**src/rtl/core/tcgr_pkg.sv**
```systemverilog
package tcgr_pkg;

   // default sizing, handed to the top level parameters
   localparam int GLYPH_ROWS_DEF    = 16;
   localparam int MAX_COLUMNS_DEF   = 128;
   localparam int MAX_TEXT_ROWS_DEF = 64;

   // store geometry
   localparam int CELL_DEPTH = 8192;
   localparam int CELL_AW    = 13;
   localparam int FONT_DEPTH = 4096;
   localparam int FONT_AW    = 12;
   localparam int PAL_DEPTH  = 16;
   localparam int PAL_AW     = 4;
   localparam int ADDR_W     = 24;
   localparam int STRIDE_W   = 14;
   localparam int COLS_W     = 8;
   localparam int PIX_W      = 32;
   localparam int CSR_AW     = 4;

   localparam logic [15:0] SPACE_CELL = 16'h0020;

   // request modes
   typedef enum logic [1:0] {
      MODE_CELL    = 2'd0,
      MODE_FORCE   = 2'd1,
      MODE_PALETTE = 2'd2,
      MODE_FONT    = 2'd3
   } mode_type;

   // register indexes
   localparam logic [1:0] REG_DEPTH   = 2'd0;
   localparam logic [1:0] REG_STRIDE  = 2'd1;
   localparam logic [1:0] REG_COLUMNS = 2'd2;

   // depth codes
   localparam logic [1:0] DEPTH_8  = 2'd0;
   localparam logic [1:0] DEPTH_16 = 2'd1;

   // register reset values
   localparam logic [1:0]          DEPTH_RST   = DEPTH_8;
   localparam logic [STRIDE_W-1:0] STRIDE_RST  = 14'd640;
   localparam logic [COLS_W-1:0]   COLUMNS_RST = 8'd80;

   typedef struct packed {
      logic [1:0]          depth_mode;
      logic [STRIDE_W-1:0] line_stride;
      logic [COLS_W-1:0]   text_columns;
   } cfg_type;

   function automatic logic [PIX_W-1:0] depth_mask(input logic [1:0] depth);
      logic [PIX_W-1:0] m;
      case (depth)
         DEPTH_8:  m = 32'h0000_00FF;
         DEPTH_16: m = 32'h0000_FFFF;
         default:  m = 32'hFFFF_FFFF;
      endcase
      return m;
   endfunction

endpackage

```
**src/rtl/core/tcgr_csr.sv**
```systemverilog
// APB register block: depth, stride, columns.
module tcgr_csr (
   input  logic                        clock,
   input  logic                        reset,
   input  logic                        psel,
   input  logic                        penable,
   input  logic                        pwrite,
   input  logic [tcgr_pkg::CSR_AW-1:0] paddr,
   input  logic [31:0]                 pwdata,
   output logic [31:0]                 prdata,
   output logic                        pready,
   output tcgr_pkg::cfg_type           cfg
);

   tcgr_pkg::cfg_type cfg_ff;
   logic              wr_en;

   assign pready = 1'b1;
   assign wr_en  = psel & penable & pwrite;
   assign cfg    = cfg_ff;

   // register writes
   always_ff @(posedge clock) begin
      if (reset) begin
         cfg_ff.depth_mode   <= tcgr_pkg::DEPTH_RST;
         cfg_ff.line_stride  <= tcgr_pkg::STRIDE_RST;
         cfg_ff.text_columns <= tcgr_pkg::COLUMNS_RST;
      end else if (wr_en) begin
         case (paddr[3:2])
            tcgr_pkg::REG_DEPTH:   cfg_ff.depth_mode   <= pwdata[1:0];
            tcgr_pkg::REG_STRIDE:  cfg_ff.line_stride  <= pwdata[tcgr_pkg::STRIDE_W-1:0];
            tcgr_pkg::REG_COLUMNS: cfg_ff.text_columns <= pwdata[tcgr_pkg::COLS_W-1:0];
            default: ;
         endcase
      end
   end

   // read back
   always_comb begin
      case (paddr[3:2])
         tcgr_pkg::REG_DEPTH:   prdata = 32'(cfg_ff.depth_mode);
         tcgr_pkg::REG_STRIDE:  prdata = 32'(cfg_ff.line_stride);
         tcgr_pkg::REG_COLUMNS: prdata = 32'(cfg_ff.text_columns);
         default:               prdata = 32'd0;
      endcase
   end

endmodule

```
**config.mk**
```make
export PLATFORM = sky130hd
export DESIGN_NAME = tcgr_csr
export DESIGN_NICKNAME = d
export VERILOG_FILES = /design/src/rtl/core/tcgr_pkg.sv /design/src/rtl/core/tcgr_csr.sv
export SDC_FILE = /design/constraint.sdc
export NUM_CORES = 1
export LEC_CHECK = 0
export BUFFER_PORTS_ARGS = -buffer_cell sky130_fd_sc_hd__buf_2
export CAP_MARGIN = 20
export CORE_ASPECT_RATIO = 0.6
export CORE_MARGIN = 4
export CORE_UTILIZATION = 36
export CTS_CLUSTER_DIAMETER = 50
export CTS_CLUSTER_SIZE = 10
export DETAILED_ROUTE_END_ITERATION = 8
export GPL_ROUTABILITY_DRIVEN = 0
export PLACE_DENSITY_LB_ADDON = 0.05
export SETUP_SLACK_MARGIN = 0.4
export SYNTH_ARGS = -nofsm -noshare
export SYNTH_HDL_FRONTEND = slang
export SYNTH_SLANG_ARGS = --single-unit
export TNS_END_PERCENT = 50
```
**constraint.sdc**
```tcl
create_clock -name clock -period 1.9 [get_ports clock]
set_input_delay 0.57 -clock clock [delete_from_list [all_inputs] [get_ports clock]]
set_output_delay 0.57 -clock clock [all_outputs]
set_load 0.02 [all_outputs]
```
==> results_dict.tcl <==
set metrics [dict create \
    outcome "finished clean" \
    coreArea_sq_um 3420 \
    start_util 0.394 \
    crit_arrival_ps 1310 \
    cts_made_buffers 3 \
    setup_ws_ps 20.4 \
    dr.pass1.iters 4 \
    pwr_density_cell_nw_per_um2 609 \
    totalPowerFinal_uw 1160 \
    seq_area_sq_um 480 \
    clockRootBuffer "clkbuf_8" \
    grt_max_degree 42 \
    die_area_sq_um 4820 \
    final.setup.tns_ps 0 \
    drt_iter0_drc 24 \
    tightestPinTransition_ps 535 \
    drt_wl_total_mm 3.27 \
    synthCells 143 \
    synth_seq_area_share 0.357 \
    timing.final.crit_share 0.989 \
    vdd.ir_drop.worst_mv 0.351 \
    final_nets 247 \
    viasPerCell 4.48 \
    route.detailed.drc 0 \
    fin_area_sq_um 1900 \
    cts_hold_buffers 0 \
    multi_input_area_sq_um 838 \
    layout_commonest_cell "buf_2" \
    mappedNetlistArea_sq_um 1350 \
    max_freq_ghz 0.532 \
    synth_cell_types 19 \
    fin_crit_ps 1880 \
    slew_viol_final 0 \
    vias 1120 \
    crit_required_ps 1330 \
    drv_cap 0 \
    yosysWarnings 0 \
    grt_pass1_vias 1070 \
    rows 16 \
    grt_overflow 0 \
    drive_gt1_frac 0.449 \
    grt.total_usage 0.138 \
    syn2layout_area_growth_pct 41.1 \
    h-tree-depth 1 \
    path_clk_slew_ps 90 \
    place_area_sq_um 1740 \
    num-fill-cells 298 \
    ys_ff_latch 24 \
    slowest_stage "a22o_4" \
    cts_buffer_depth 2 \
    worstPathCellList "buf_8 -> nor2b_4 -> buf_12 -> a22o_4 -> buf_6" \
    largest_reg_flops 24 \
    io_pins 98 \
    syn_area_per_cell_sq_um 9.42 \
    antenna_found_initial 0 \
    crit_type "primary input to primary output" \
    antenna_cells 0 \
    clock_skew_ps 0 \
    endpoint_kind "primary output" \
    wl_per_cell_um 13.1 \
    setup_viol_count_final 0 \
    drtAntennaViolNets 0 \
    mostFrequentLayoutCells "48 x buf_2, 33 x nand2b_1, 26 x mux2i_1" \
    fin_util 0.556 \
    cp_max_fo 8 \
    fp.dieW_um 87.0 \
    port_buffers 58 \
    slew-limit-headroom 0.643 \
    rsz0062_at_grt "true" \
    leakage_uw 0.000932 \
    min_path_type "flop to flop" \
    die_h_um 55.4 \
    start_kind "primary input" \
    pre_cts_ws_ps -86.1 \
    cts.sinks 24 \
    critical-path-max-stage-delay_ps 240 \
    grt_pass1_wl_mm 5.27 \
    clk_latency_ps 270 \
    cts_tree "done" \
    hold_viol 0 \
]
==> layer usage <==
layer  vias up  track usage  routed length (um)
met4         0       0.0333                  25
met3         2       0.0505                 312
met2        48        0.214                1490
met5         -            0                   0
li1        555            -                   -
met1       515        0.179                1440
==> per-stage QoR <==
step / hold slack [ps] / cells
floorplan: 557 / 160
global placement: 470 / 245
detailed placement: 486 / 245
CTS: 500 / 249
global route: 514 / 250
finish: 493 / 250
==> what timing repair did <==
| item | 4_1_cts | 5_1_grt |
|---|---|---|
| setup buffers | 0 | 1 |
| resized for setup | 24 | 2 |
| setup endpoints to repair | 14 | 14 |
| pin swaps | 2 | 1 |
| gates cloned | 0 | 0 |
==> layout make-up <==
cell class | instances | share of cell area
Multi-Input combinational cell | 109 | 0.441
Clock buffer | 3 | 0.0217
Clock inverter | 1 | 0.0158
Timing Repair Buffer | 68 | 0.239
Sequential cell | 24 | 0.253
Tap cell | 45 | 0.0296
==> worst max-delay path, delay by kind of cell <==
family / cells / cell delay, ps
simple gates: 1 / 130
buf+inv: 3 / 360
compound gates: 1 / 240
==> logic make-up (layout without fill, tap and decap cells) <==
family / count (synthesis) / after routing / synth area share
simple gates: 56 / 56 / 0.263
mux: 26 / 26 / 0.193
compound gates: 8 / 8 / 0.0464
flops: 24 / 24 / 0.357
other cells: 2 / 19 / 0.00557
buf+inv: 27 / 72 / 0.136
==> final timing paths <==
check | from | to | slack [ps] | depth (start not counted)
hold reg to reg | cfg[18]$_SDFFE_PP0P_ | cfg[18]$_SDFFE_PP0P_ | 490 | 2
hold / removal | cfg[18]$_SDFFE_PP0P_ | cfg[18]$_SDFFE_PP0P_ | 490 | 2
setup reg to reg | cfg[4]$_SDFFE_PP1P_ | cfg[4]$_SDFFE_PP1P_ | 1240 | 2
setup / recovery | paddr[2] | prdata[7] | 20 | 5
==> synth_stat cells <==
master    count  share of area
nand3_2       1         0.0074
buf_4        19           0.11
nor2b_1       2         0.0093
and2_1        6          0.028
nor3b_2       1         0.0093
buf_2         2         0.0074
clkbuf_1      5          0.014
buf_6         1         0.0084
mux2i_1      26           0.19
o21ai_0       2         0.0074
or3_1         1         0.0046
nor2_1        8          0.022
conb_1        2         0.0056
a22o_1        6          0.039
dfxtp_1      24           0.36
nand2_1       2         0.0056
nor3b_4       1          0.014
nand2b_1     33           0.15
nand4_2       1         0.0093
==> power breakdown <==
part	switching (uW)	total, uW	internal, uW
logic	111	196	85.3
registers	5.39	515	509
clock network	165	447	282
No activity file was read; power rests on OpenSTA's default activity.
