--- config.mk ---
export PLATFORM = sky130hd
export DESIGN_NAME = tcgr_mac
export DESIGN_NICKNAME = d
export VERILOG_FILES = /design/src/rtl/core/tcgr_pkg.sv /design/src/rtl/core/tcgr_mac.sv
export SDC_FILE = /design/constraint.sdc
export NUM_CORES = 1
export LEC_CHECK = 0
export CAP_MARGIN = 20
export CORE_MARGIN = 3
export CORE_UTILIZATION = 35
export CTS_CLUSTER_DIAMETER = 120
export CTS_CLUSTER_SIZE = 10
export DETAILED_ROUTE_END_ITERATION = 10
export DONT_BUFFER_PORTS = 1
export HOLD_SLACK_MARGIN = 0.02
export PLACE_DENSITY_LB_ADDON = 0.05
export SYNTH_ARGS = -nofsm -noshare
export SYNTH_HDL_FRONTEND = slang
export SYNTH_SLANG_ARGS = --single-unit
export TNS_END_PERCENT = 100
--- constraint.sdc ---
create_clock -name clock -period 16.2 [get_ports clock]
set_input_delay 2.43 -clock clock [delete_from_list [all_inputs] [get_ports clock]]
set_output_delay 2.43 -clock clock [all_outputs]
set_load 0.005 [all_outputs]
--- src/rtl/core/tcgr_pkg.sv ---
package tcgr_pkg;

   // default sizing, handed to the top level parameters
   localparam int GLYPH_ROWS_DEF    = 16;
   localparam int MAX_COLUMNS_DEF   = 128;
   localparam int MAX_TEXT_ROWS_DEF = 64;

   // store geometry
   localparam int CELL_DEPTH = 8192;
   localparam int CELL_AW    = 13;
   localparam int FONT_DEPTH = 4096;
   localparam int FONT_AW    = 12;
   localparam int PAL_DEPTH  = 16;
   localparam int PAL_AW     = 4;
   localparam int ADDR_W     = 24;
   localparam int STRIDE_W   = 14;
   localparam int COLS_W     = 8;
   localparam int PIX_W      = 32;
   localparam int CSR_AW     = 4;

   localparam logic [15:0] SPACE_CELL = 16'h0020;

   // request modes
   typedef enum logic [1:0] {
      MODE_CELL    = 2'd0,
      MODE_FORCE   = 2'd1,
      MODE_PALETTE = 2'd2,
      MODE_FONT    = 2'd3
   } mode_type;

   // register indexes
   localparam logic [1:0] REG_DEPTH   = 2'd0;
   localparam logic [1:0] REG_STRIDE  = 2'd1;
   localparam logic [1:0] REG_COLUMNS = 2'd2;

   // depth codes
   localparam logic [1:0] DEPTH_8  = 2'd0;
   localparam logic [1:0] DEPTH_16 = 2'd1;

   // register reset values
   localparam logic [1:0]          DEPTH_RST   = DEPTH_8;
   localparam logic [STRIDE_W-1:0] STRIDE_RST  = 14'd640;
   localparam logic [COLS_W-1:0]   COLUMNS_RST = 8'd80;

   typedef struct packed {
      logic [1:0]          depth_mode;
      logic [STRIDE_W-1:0] line_stride;
      logic [COLS_W-1:0]   text_columns;
   } cfg_type;

   function automatic logic [PIX_W-1:0] depth_mask(input logic [1:0] depth);
      logic [PIX_W-1:0] m;
      case (depth)
         DEPTH_8:  m = 32'h0000_00FF;
         DEPTH_16: m = 32'h0000_FFFF;
         default:  m = 32'hFFFF_FFFF;
      endcase
      return m;
   endfunction

endpackage

--- src/rtl/core/tcgr_mac.sv ---
// Shared multiply-add unit: y = a*b + c, registered, modulo 2^24.
module tcgr_mac #(
   parameter int A_W = 10
) (
   input  logic                          clock,
   input  logic                          en,
   input  logic [A_W-1:0]                a,
   input  logic [tcgr_pkg::STRIDE_W-1:0] b,
   input  logic [tcgr_pkg::ADDR_W-1:0]   c,
   output logic [tcgr_pkg::ADDR_W-1:0]   y_ff
);

   localparam int P_W = A_W + tcgr_pkg::STRIDE_W;

   logic [P_W-1:0]                prod;
   logic [tcgr_pkg::ADDR_W-1:0]   y_in;

   assign prod = P_W'(a) * P_W'(b);
   assign y_in = tcgr_pkg::ADDR_W'(prod) + c;

   always_ff @(posedge clock) begin
      if (en) begin
         y_ff <= y_in;
      end
   end

endmodule

==> summary.md <==
| Metric | Value |
|---|---|
| Worst Setup Path Type | `in2reg` |
| Layout cell share with drive strength beyond 1 | `1.93%` |
| PortBufs | `0` |
| RSZ-0062 raised after global routing | `no` |
| Synth unique cells | `43` |
| Die X | `137 um` |
| Core ar. | `16700 um2` |
| Post-cts sizing count | `0` |
| Nets | `848` |
| DIE HEIGHT | `137 um` |
| Clock H-tree levels | `1` |
| Dpl hpwl | `12200 um` |
| N_diodes | `0` |
| CTS clk-pin slew, worst paths | `60 ps` |
| Synth Area per Inst | `9.28 um2` |
| Number of global-route vias before repair | `4551` |
| First-pass GRT wire length | `23400 um` |
| Largest net degree at the start of global routing | `25` |
| CTS Root Cell | `clkbuf_16` |
| Drt drc | `0` |
| Final worst-path cycle share | `42.6%` |
| Max VDD drop | `0.101 mV` |
| Crit path launch type | `input pin` |
| Avg Vias per Cell | `4.86` |
| Initial DRT Pass Iterations | `6` |
| Crit end category | `flop` |
| Power per cell area | `219 nW/um2` |
| Status | `completed` |
| Final Slew Violations | `0` |
| Initial Util | `36.0%` |
| Final setup vio count | `0` |
| Sequential element share of the synthesized area | `12.0%` |
| Initial antenna violation count | `0` |
| Tightest hold margin | `2290 ps` |
| Hold Crit Depth | `0` |
| Hold Violations, Final | `0` |
| P_leak | `3.14 nW` |
| Max Fclk | `145 MHz` |
| CTS buffer count | `3` |
| Synth Cell Area | `6010 um2` |
| Worst Setup SP | `b[5]` |
| Routed via count | `4100` |
| Fin crit period | `6890 ps` |
| Global placer's final weighted congestion | `0.829` |
| Final ANT Viol Nets | `0` |
| Initial drt markers | `153` |
| Fill cells | `1756` |
| Clock sink total | `24` |
| Die area | `18800 um2` |
| Top flop regs | `y_ff: 24 flops` |
| DR WL/cell | `16.9 um` |
| Req. time, crit path | `16260 ps` |
| Final WL | `14200 um` |
| Max FFs per register | `24` |
| CP arrival | `6950 ps` |
| CP endpoint | `y_ff[23]` |
| Post CTS Setup Buffer Count | `0` |
| Fin area | `6240 um2` |
| Worst min path class | `in2reg` |
| # rows | `47` |
| Area Growth Syn to Fin | `3.85%` |
| CTS tree | `done` |
| CP max FO | `10` |
| Rel. slew slack | `65.8%` |
| Io pins | `74` |
| YS warnings | `0` |
| Hold-fix buffers, CTS | `0` |
| Most flop-heavy register | `y_ff` |
| Setup TNS Final | `0 ps` |
| Gate Count Post-Synth | `648` |
| Total GRT Usage | `15.9%` |
| Net Count, Synth | `872` |
| Post-DP Area | `6140 um2` |
| Flops & latches, synth | `24` |
| Max cap viols | `0` |
| Grt total ovfl | `0` |
| Actual slew at the worst max-slew pin | `507 ps` |
| CTS Buffer Depth | `2` |
-- synth_stat cells --
| cell type | instances | area [um2] |
|---|---|---|
| o21ai_0 | 11 | 55.1 |
| xnor2_1 | 14 | 123 |
| nand4_1 | 5 | 31.3 |
| edfxtp_1 | 24 | 721 |
| and3_1 | 1 | 6.26 |
| nand3b_1 | 2 | 15.0 |
| or3b_2 | 1 | 8.76 |
| a211o_1 | 1 | 8.76 |
| nor3_1 | 2 | 10.0 |
| clkbuf_2 | 3 | 15.0 |
| a311oi_1 | 1 | 8.76 |
| nand2_1 | 85 | 319 |
| a31oi_1 | 3 | 18.8 |
| buf_6 | 1 | 11.3 |
| a2111o_1 | 1 | 11.3 |
| nor2b_1 | 2 | 12.5 |
| xor2_1 | 8 | 70.1 |
| o21a_1 | 2 | 15.0 |
| o311ai_1 | 1 | 8.76 |
| a21o_1 | 8 | 60.1 |
| nand3_1 | 3 | 15.0 |
| and2_2 | 1 | 7.51 |
| fa_1 | 117 | 2340 |
| nor3b_1 | 1 | 7.51 |
| clkbuf_1 | 21 | 78.8 |
| a211o_2 | 1 | 10.0 |
| a21oi_1 | 21 | 105 |
| o211ai_1 | 2 | 15.0 |
| o31ai_1 | 1 | 7.51 |
| inv_1 | 150 | 563 |
| clkdlybuf4s15_1 | 3 | 30.0 |
| ha_1 | 57 | 713 |
| nand4b_1 | 1 | 8.76 |
| a41oi_1 | 1 | 8.76 |
| nand2b_1 | 2 | 12.5 |
| nor2_1 | 12 | 45.0 |
| clkbuf_8 | 1 | 13.8 |
| and2b_2 | 2 | 17.5 |
| o21bai_1 | 1 | 7.51 |
| a211oi_1 | 2 | 15.0 |
| a31o_2 | 1 | 8.76 |
| a21o_2 | 2 | 17.5 |
| and2_1 | 69 | 432 |
-- area by class of cell --
cell class / instances / area (um2) / share of cell area (%)
clock buffers: 3 / 75.1 / 1.20
clock inverters: 1 / 30.0 / 0.481
inverters: 150 / 563 / 9.02
multi-input cells: 445 / 4580 / 73.3
flip-flops and latches: 24 / 721 / 11.5
well taps: 220 / 275 / 4.41
-- kinds of logic after synthesis --
family / count (synthesis) / share of synthesized area, %
buffers and inverters: 179 / 11.8
DFF: 24 / 12.0
adders and majority gates: 174 / 50.8
xor gates and xnor gates: 22 / 3.21
AOI/OAI and AO/OA: 60 / 6.35
and+or+nand+nor: 189 / 15.8
-- per-layer routing --
layer,share of wire (%),vias up,GRT usage (%)
li1,-,1902,-
met1,41,2108,19.9
met2,54,82,29.7
met3,4.7,8,2.87
met4,0.65,0,1.27
met5,0,-,0
-- power by group --
| part | total (mW) | switching [mW] | internal, mW |
|---|---|---|---|
| Sequential | 0.176 | 0.0146 | 0.161 |
| Combinational | 1.12 | 0.654 | 0.469 |
| Clock | 0.0695 | 0.0204 | 0.0491 |
| Total | 1.37 | 0.689 | 0.679 |
-- worst min-delay path by stage --
stage	start	to	slack [ps]
2_1_floorplan	en	y_ff[0]	2540
3_5_place_dp	en	y_ff[22]	2540
6_report	en	y_ff[22]	2290
3_3_place_gp	en	y_ff[22]	2540
4_1_cts	en	y_ff[11]	2280
5_1_grt	en	y_ff[22]	2280
-- per-stage QoR --
stage                     total power [mW]  instances  worst slack (ps)  utilization [%]
final                                 1.37        843              9310             37.4
after global routing                  1.53        843              9050             37.4
after CTS                             1.40        843              9270             37.4
after detailed placement              1.33        839              9020             36.7
after global placement                1.33        839              9030             36.7
after floorplan                       1.10        648              9170                -
-- critical path, stage by stage --
cell and delay (ps):
and2_1 150, fa_1 540, inv_1 60, fa_1 530
inv_1 50, fa_1 390, fa_1 510, inv_1 50
fa_1 470, inv_1 40, ha_1 420, nand2_1 80
o21ai_0 330, inv_1 120, a211o_1 310, a2111o_1 360
o311ai_1 100
-- cell usage in the layout, fill, tap and decap left out, types with 5 or more instances in the layout --
cell,netlist,routed
a21o_1,8,8
a21oi_1,21,21
and2_1,69,69
edfxtp_1,24,24
fa_1,117,117
ha_1,57,57
inv_1,150,150
nand2_1,85,85
nand4_1,5,5
nor2_1,12,12
o21ai_0,11,11
xnor2_1,14,14
xor2_1,8,8
Note: power is estimated with default switching activity, not from simulation.
